[config.mk]
export PLATFORM = sky130hd
export DESIGN_NAME = tcw_front
export DESIGN_NICKNAME = d
export VERILOG_FILES = /design/src/rtl/tcp_cubic_window_control_defines.svh /design/src/rtl/tcw_pkg.sv /design/src/rtl/tcw_front.sv
export SDC_FILE = /design/constraint.sdc
export NUM_CORES = 1
export LEC_CHECK = 0
export BUFFER_PORTS_ARGS = -buffer_cell sky130_fd_sc_hd__buf_4
export CAP_MARGIN = 20
export CORE_ASPECT_RATIO = 1.4
export CORE_MARGIN = 3
export CORE_UTILIZATION = 56
export DETAILED_ROUTE_END_ITERATION = 8
export PLACE_DENSITY = 0.91
export SYNTH_ARGS = -nofsm -noshare
export SYNTH_HDL_FRONTEND = slang
export SYNTH_SLANG_ARGS = --single-unit
[constraint.sdc]
create_clock -name clock -period 5.4 [get_ports clock]
set_input_delay 0.27 -clock clock [delete_from_list [all_inputs] [get_ports clock]]
set_output_delay 0.27 -clock clock [all_outputs]
set_load 0.03 [all_outputs]
[src/rtl/tcp_cubic_window_control_defines.svh]
// Assertion helpers for the checks in the top module.
`ifndef TCP_CUBIC_WINDOW_CONTROL_DEFINES_SVH
`define TCP_CUBIC_WINDOW_CONTROL_DEFINES_SVH

// The consequent must hold in the same cycle as the antecedent.
`define TCW_ASSERT_NOW(label, clk, rst, ante, cons) \
   label: assert property (@(posedge clk) disable iff (rst) (ante) |-> (cons)) \
      else $error("tcw check failed (same cycle)");

// The consequent must hold in the cycle after the antecedent.
`define TCW_ASSERT_NEXT(label, clk, rst, ante, cons) \
   label: assert property (@(posedge clk) disable iff (rst) (ante) |=> (cons)) \
      else $error("tcw check failed (next cycle)");

`endif

[src/rtl/tcw_pkg.sv]
package tcw_pkg;

   // Event kind of one request.
   typedef enum logic {
      EV_ACK  = 1'b0,
      EV_LOSS = 1'b1
   } event_kind_type;

   // One classified request as it waits between front and back.
   typedef struct packed {
      event_kind_type kind;
      logic [31:0]    ack_seq;
      logic [31:0]    now_ms;
      logic [15:0]    smoothed_rtt;
   } item_type;

   // One register write from the configuration channel.
   typedef struct packed {
      logic        valid;
      logic [1:0]  index;
      logic [31:0] data;
   } csr_write_type;

   // Status of the back engine.
   typedef struct packed {
      logic busy;
      logic rsp_load;
   } back_status_type;

   // Sequencer steps of the back engine.
   typedef enum logic [4:0] {
      ST_IDLE,
      ST_LOSS,
      ST_ROUND,
      ST_HYST,
      ST_GROW,
      ST_CA_PREP,
      ST_EPOCH,
      ST_CBRT,
      ST_TIME,
      ST_SQUARE,
      ST_CUBE,
      ST_DELTA,
      ST_TARGET,
      ST_DIV_CNT,
      ST_RENO,
      ST_DIV_RENO,
      ST_INC,
      ST_DONE
   } back_state_type;

   // Register indexes.
   localparam logic [1:0] CSR_INIT_WINDOW   = 2'd0;
   localparam logic [1:0] CSR_INIT_THRESH   = 2'd1;
   localparam logic [1:0] CSR_HS_SAMPLES    = 2'd2;
   localparam logic [1:0] CSR_HS_LOW_WINDOW = 2'd3;

   // HyStart exit reasons.
   localparam logic [1:0] HS_NONE  = 2'd0;
   localparam logic [1:0] HS_TRAIN = 2'd1;
   localparam logic [1:0] HS_DELAY = 2'd2;

   // Arithmetic constants.
   localparam logic [30:0] THRESH_MAX        = 31'h7FFF_FFFF;
   localparam logic [31:0] CUBE_FACTOR       = 32'd2681735677;
   localparam logic [8:0]  RTT_SCALE         = 9'd410;
   localparam logic [9:0]  BETA_NUM          = 10'd819;
   localparam logic [10:0] BETA_FC           = 11'd1843;
   localparam logic [15:0] RTT_DEFAULT       = 16'd100;
   localparam logic [31:0] ACK_TRAIN_GAP     = 32'd2;
   localparam logic [6:0]  FLAT_ACK_SCALE    = 7'd100;
   localparam logic [23:0] INIT_WINDOW_RESET = 24'd10;
   localparam logic [31:0] COUNT_MAX         = 32'hFFFF_FFFF;

   // Cube root unit geometry.
   localparam int CBRT_IN_BITS   = 63;
   localparam int CBRT_ROOT_BITS = 21;
   localparam int CBRT_STEPS     = 22;

endpackage

[src/rtl/tcw_front.sv]
module tcw_front
   import tcw_pkg::*;
(
   input  logic        clock,
   input  logic        reset,
   input  logic        push,
   input  logic        cmd,
   input  logic [31:0] ack_seq,
   input  logic [31:0] now_ms,
   input  logic [15:0] smoothed_rtt,
   output logic        full,
   output logic        item_valid,
   output item_type    item,
   input  logic        item_pop
);

   localparam int DEPTH = 2;
   localparam int PW    = $clog2(DEPTH);

   item_type         slot_ff [DEPTH];
   logic [PW-1:0]    wr_ptr_ff, wr_ptr_in;
   logic [PW-1:0]    rd_ptr_ff, rd_ptr_in;
   logic [PW:0]      count_ff, count_in;
   logic             push_ok;
   logic             pop_ok;
   item_type         new_item;

   // Classify the incoming request.
   always_comb begin
      new_item.kind         = cmd ? EV_LOSS : EV_ACK;
      new_item.ack_seq      = ack_seq;
      new_item.now_ms       = now_ms;
      new_item.smoothed_rtt = smoothed_rtt;
   end

   assign full       = (count_ff == (PW+1)'(DEPTH));
   assign item_valid = (count_ff != '0);
   assign item       = slot_ff[rd_ptr_ff];
   assign push_ok    = push && !full;
   assign pop_ok     = item_pop && item_valid;

   // Pointer and fill count updates.
   always_comb begin
      wr_ptr_in = push_ok ? wr_ptr_ff + 1'b1 : wr_ptr_ff;
      rd_ptr_in = pop_ok ? rd_ptr_ff + 1'b1 : rd_ptr_ff;
      count_in  = count_ff;
      if (push_ok && !pop_ok) begin
         count_in = count_ff + 1'b1;
      end else if (!push_ok && pop_ok) begin
         count_in = count_ff - 1'b1;
      end
   end

   always_ff @(posedge clock) begin
      if (reset) begin
         wr_ptr_ff <= '0;
         rd_ptr_ff <= '0;
         count_ff  <= '0;
      end else begin
         wr_ptr_ff <= wr_ptr_in;
         rd_ptr_ff <= rd_ptr_in;
         count_ff  <= count_in;
      end
   end

   // Queue storage.
   always_ff @(posedge clock) begin
      if (push_ok) begin
         slot_ff[wr_ptr_ff] <= new_item;
      end
   end

endmodule

==> results.md <==
* Post-synthesis cell type with the largest combined area: edfxtp_1
* Setup CP Type: flop to primary output
* Area after DPL at 7440 um2
* Largest cells by area after synthesis: edfxtp_1, mux2_2, dfxtp_1, buf_4, xor2_1
* Total of max-cap violations at 0
* Setup bufs post-CTS at 0
* Reg clk slew, reported paths at 0.06 ns
* Initial antenna violation count at 0
* Clk sinks at 167
* First-pass GRT wire length at 16200 um
* Tightest Pin Transition at 1.07 ns
* Number of routed nets with antenna violations at 0
* Overflow after GRT at 0
* Layout cell share with drive strength beyond 1 at 0.600
* Dpl hpwl at 7370 um
* Syn Inst Count at 277
* TritonCTS clock tree: yes
* Largest net degree at the start of global routing at 82
* Number of cell rows at 44
* Mapped Avg Cell Area at 21.9 um2
* Die ar. at 12100 um2
* Die Y at 129 um
* # hold bufs at CTS at 0
* Pins Over Slew Limit at 0
* Area Overhead vs Synth at 32.8%
* Post-placement setup slack at 3.03 ns
* Total track usage at 0.184
* Crit. End Element: primary output
* Routed WL at 11200 um
* Initial drt markers at 189
* Hold/Removal Path Class: input pin to flop
* Root buffer cell: clkbuf_16
* Worst EP arrival at 2.10 ns
* Lkg Pwr at 3.01 nW
* Most common cell in the netlist: edfxtp_1
* Critical path launch point type: flop
* RSZ-0062 raised after global routing: no
* Fill count at 598
* Core ar. at 10500 um2
* Cells after DPL at 574
* Tmin final at 2.37 ns
* Pwr/cell area at 522 nW/um2
* Count of cell types in the netlist at 15
* Global placement routability congestion at 0.717
* Final net count at 541
* Worst rel slew slack at 0.284
* Number of global-route vias before repair at 3260
* Final worst slack at 3.03 ns
* Fmax at 421 MHz
* Sequential element share of the synthesized area at 0.819
* Ant diodes at 0
* First-pass DRT Iterations at 5
* Worst EP required at 5.13 ns
* Max FO, Critical Path at 81
* Netlist Area Pre-Place at 6060 um2
* Residual DRC count at 0
* Io pins at 168
* Setup TNS at 0 ns
* Max Root-Sink Buffers at 2
* Post-synth top cells: edfxtp_1, mux2_2, buf_4
* Finished Layout Cells at 606
* Outcome: finished clean
* Synth warn at 0
* Ys flop type: edfxtp_1
* Via-to-Cell Ratio at 5.11
* Routed len/inst at 18.4 um
* Worst Skew at 0.00788 ns
* Initial Util at 0.580
* Synth top area share at 0.802
* CTS Buf Count at 17
* Maximum VDD drop at 440 uV
* Post-Syn Nets at 363
* Post-route cell area at 8050 um2
* Die Span X at 93.9 um
* DR vias at 3096
* Final setup fails at 0
* Period utilization at 0.439
* Tot Pwr at 0.00420 W
* Final-report hold violation count at 0
* Yosys reg bits at 167
* Asr flop ratio synth at 0
* H-tree levels at 4
* Buffers on Ports at 167
* Worst skew pair latency at 0.41 ns
* Post_cts resized at 0
* Post-synth EDFFs at 162
layout make-up:
class	instances	area (um2)	share of cell area
multi-input cells	99	1030	0.128
flip-flops and latches	167	4970	0.617
repair buffers	168	1260	0.157
well taps	138	173	0.0215
clock buffers	23	458	0.0569
inverters	2	8.76	0.00109
clock inverters	9	153	0.0190
cell usage in the layout, fill, tap and decap left out, drive strengths merged:
cell,count
clkinvlp,3
o21ai,3
xor2,3
bufinv,4
nor2b,1
and2,1
ha,1
or3,2
or2,1
mux2,81
edfxtp,162
nor2,4
clkbuf,23
clkinv,3
dfxtp,5
buf,168
a21oi,2
inv,1
logic make-up after synthesis:
| kind of cell | share of synthesized area |
|---|---|
| xor+xnor | 0.00434 |
| mux | 0.150 |
| buf+inv | 0.0120 |
| fa+ha+maj | 0.00206 |
| compound gates | 0.00413 |
| flops | 0.819 |
| simple gates | 0.00805 |
path summary, 6_finish.rpt:
path / start / endpoint / slack (ns) / depth (start not counted)
max: flop / item[64] / 3.03 / 2
min: ack_seq[19] / slot_ff[1][67] / 0.04 / 1
max reg2reg: count_ff[0] / slot_ff[0][3] / 3.03 / 4
min reg2reg: rd_ptr_ff / flop / 0.51 / 2
per-layer routing:
layer  GRT usage  wire length [um]  vias up
met2       0.340              6440      106
met5           0                 0        -
li1            -                 -     1447
met4      0.0859               316        0
met3      0.0581               590       21
met1       0.185              3840     1522
registers in the layout, summed over array words and instances (netlist names), named ones only:
name	cells
slot_ff	162
count_ff	2
rd_ptr_ff	1
wr_ptr_ff	1
critical path, cell delays in order (launching register included):
cell and delay [ns]:
dfxtp_4 1.03, mux2_2 0.44, buf_4 0.17
metrics by stage:
step / util / hold WS [ns]
finish: 0.769 / 0.0419
global route: 0.769 / 0.0177
CTS: 0.769 / 0.0178
detailed placement: 0.711 / 0.457
global placement: 0.711 / 0.455
floorplan: - / 0.339
report_power, final:
group          switching, W  internal, W  leakage, nW
Sequential         0.000125      0.00163         1.55
Clock              0.000435     0.000784        0.287
Combinational      0.000704     0.000520         1.16
Total               0.00126      0.00294         3.01
Power figures use the tool's default switching activity.
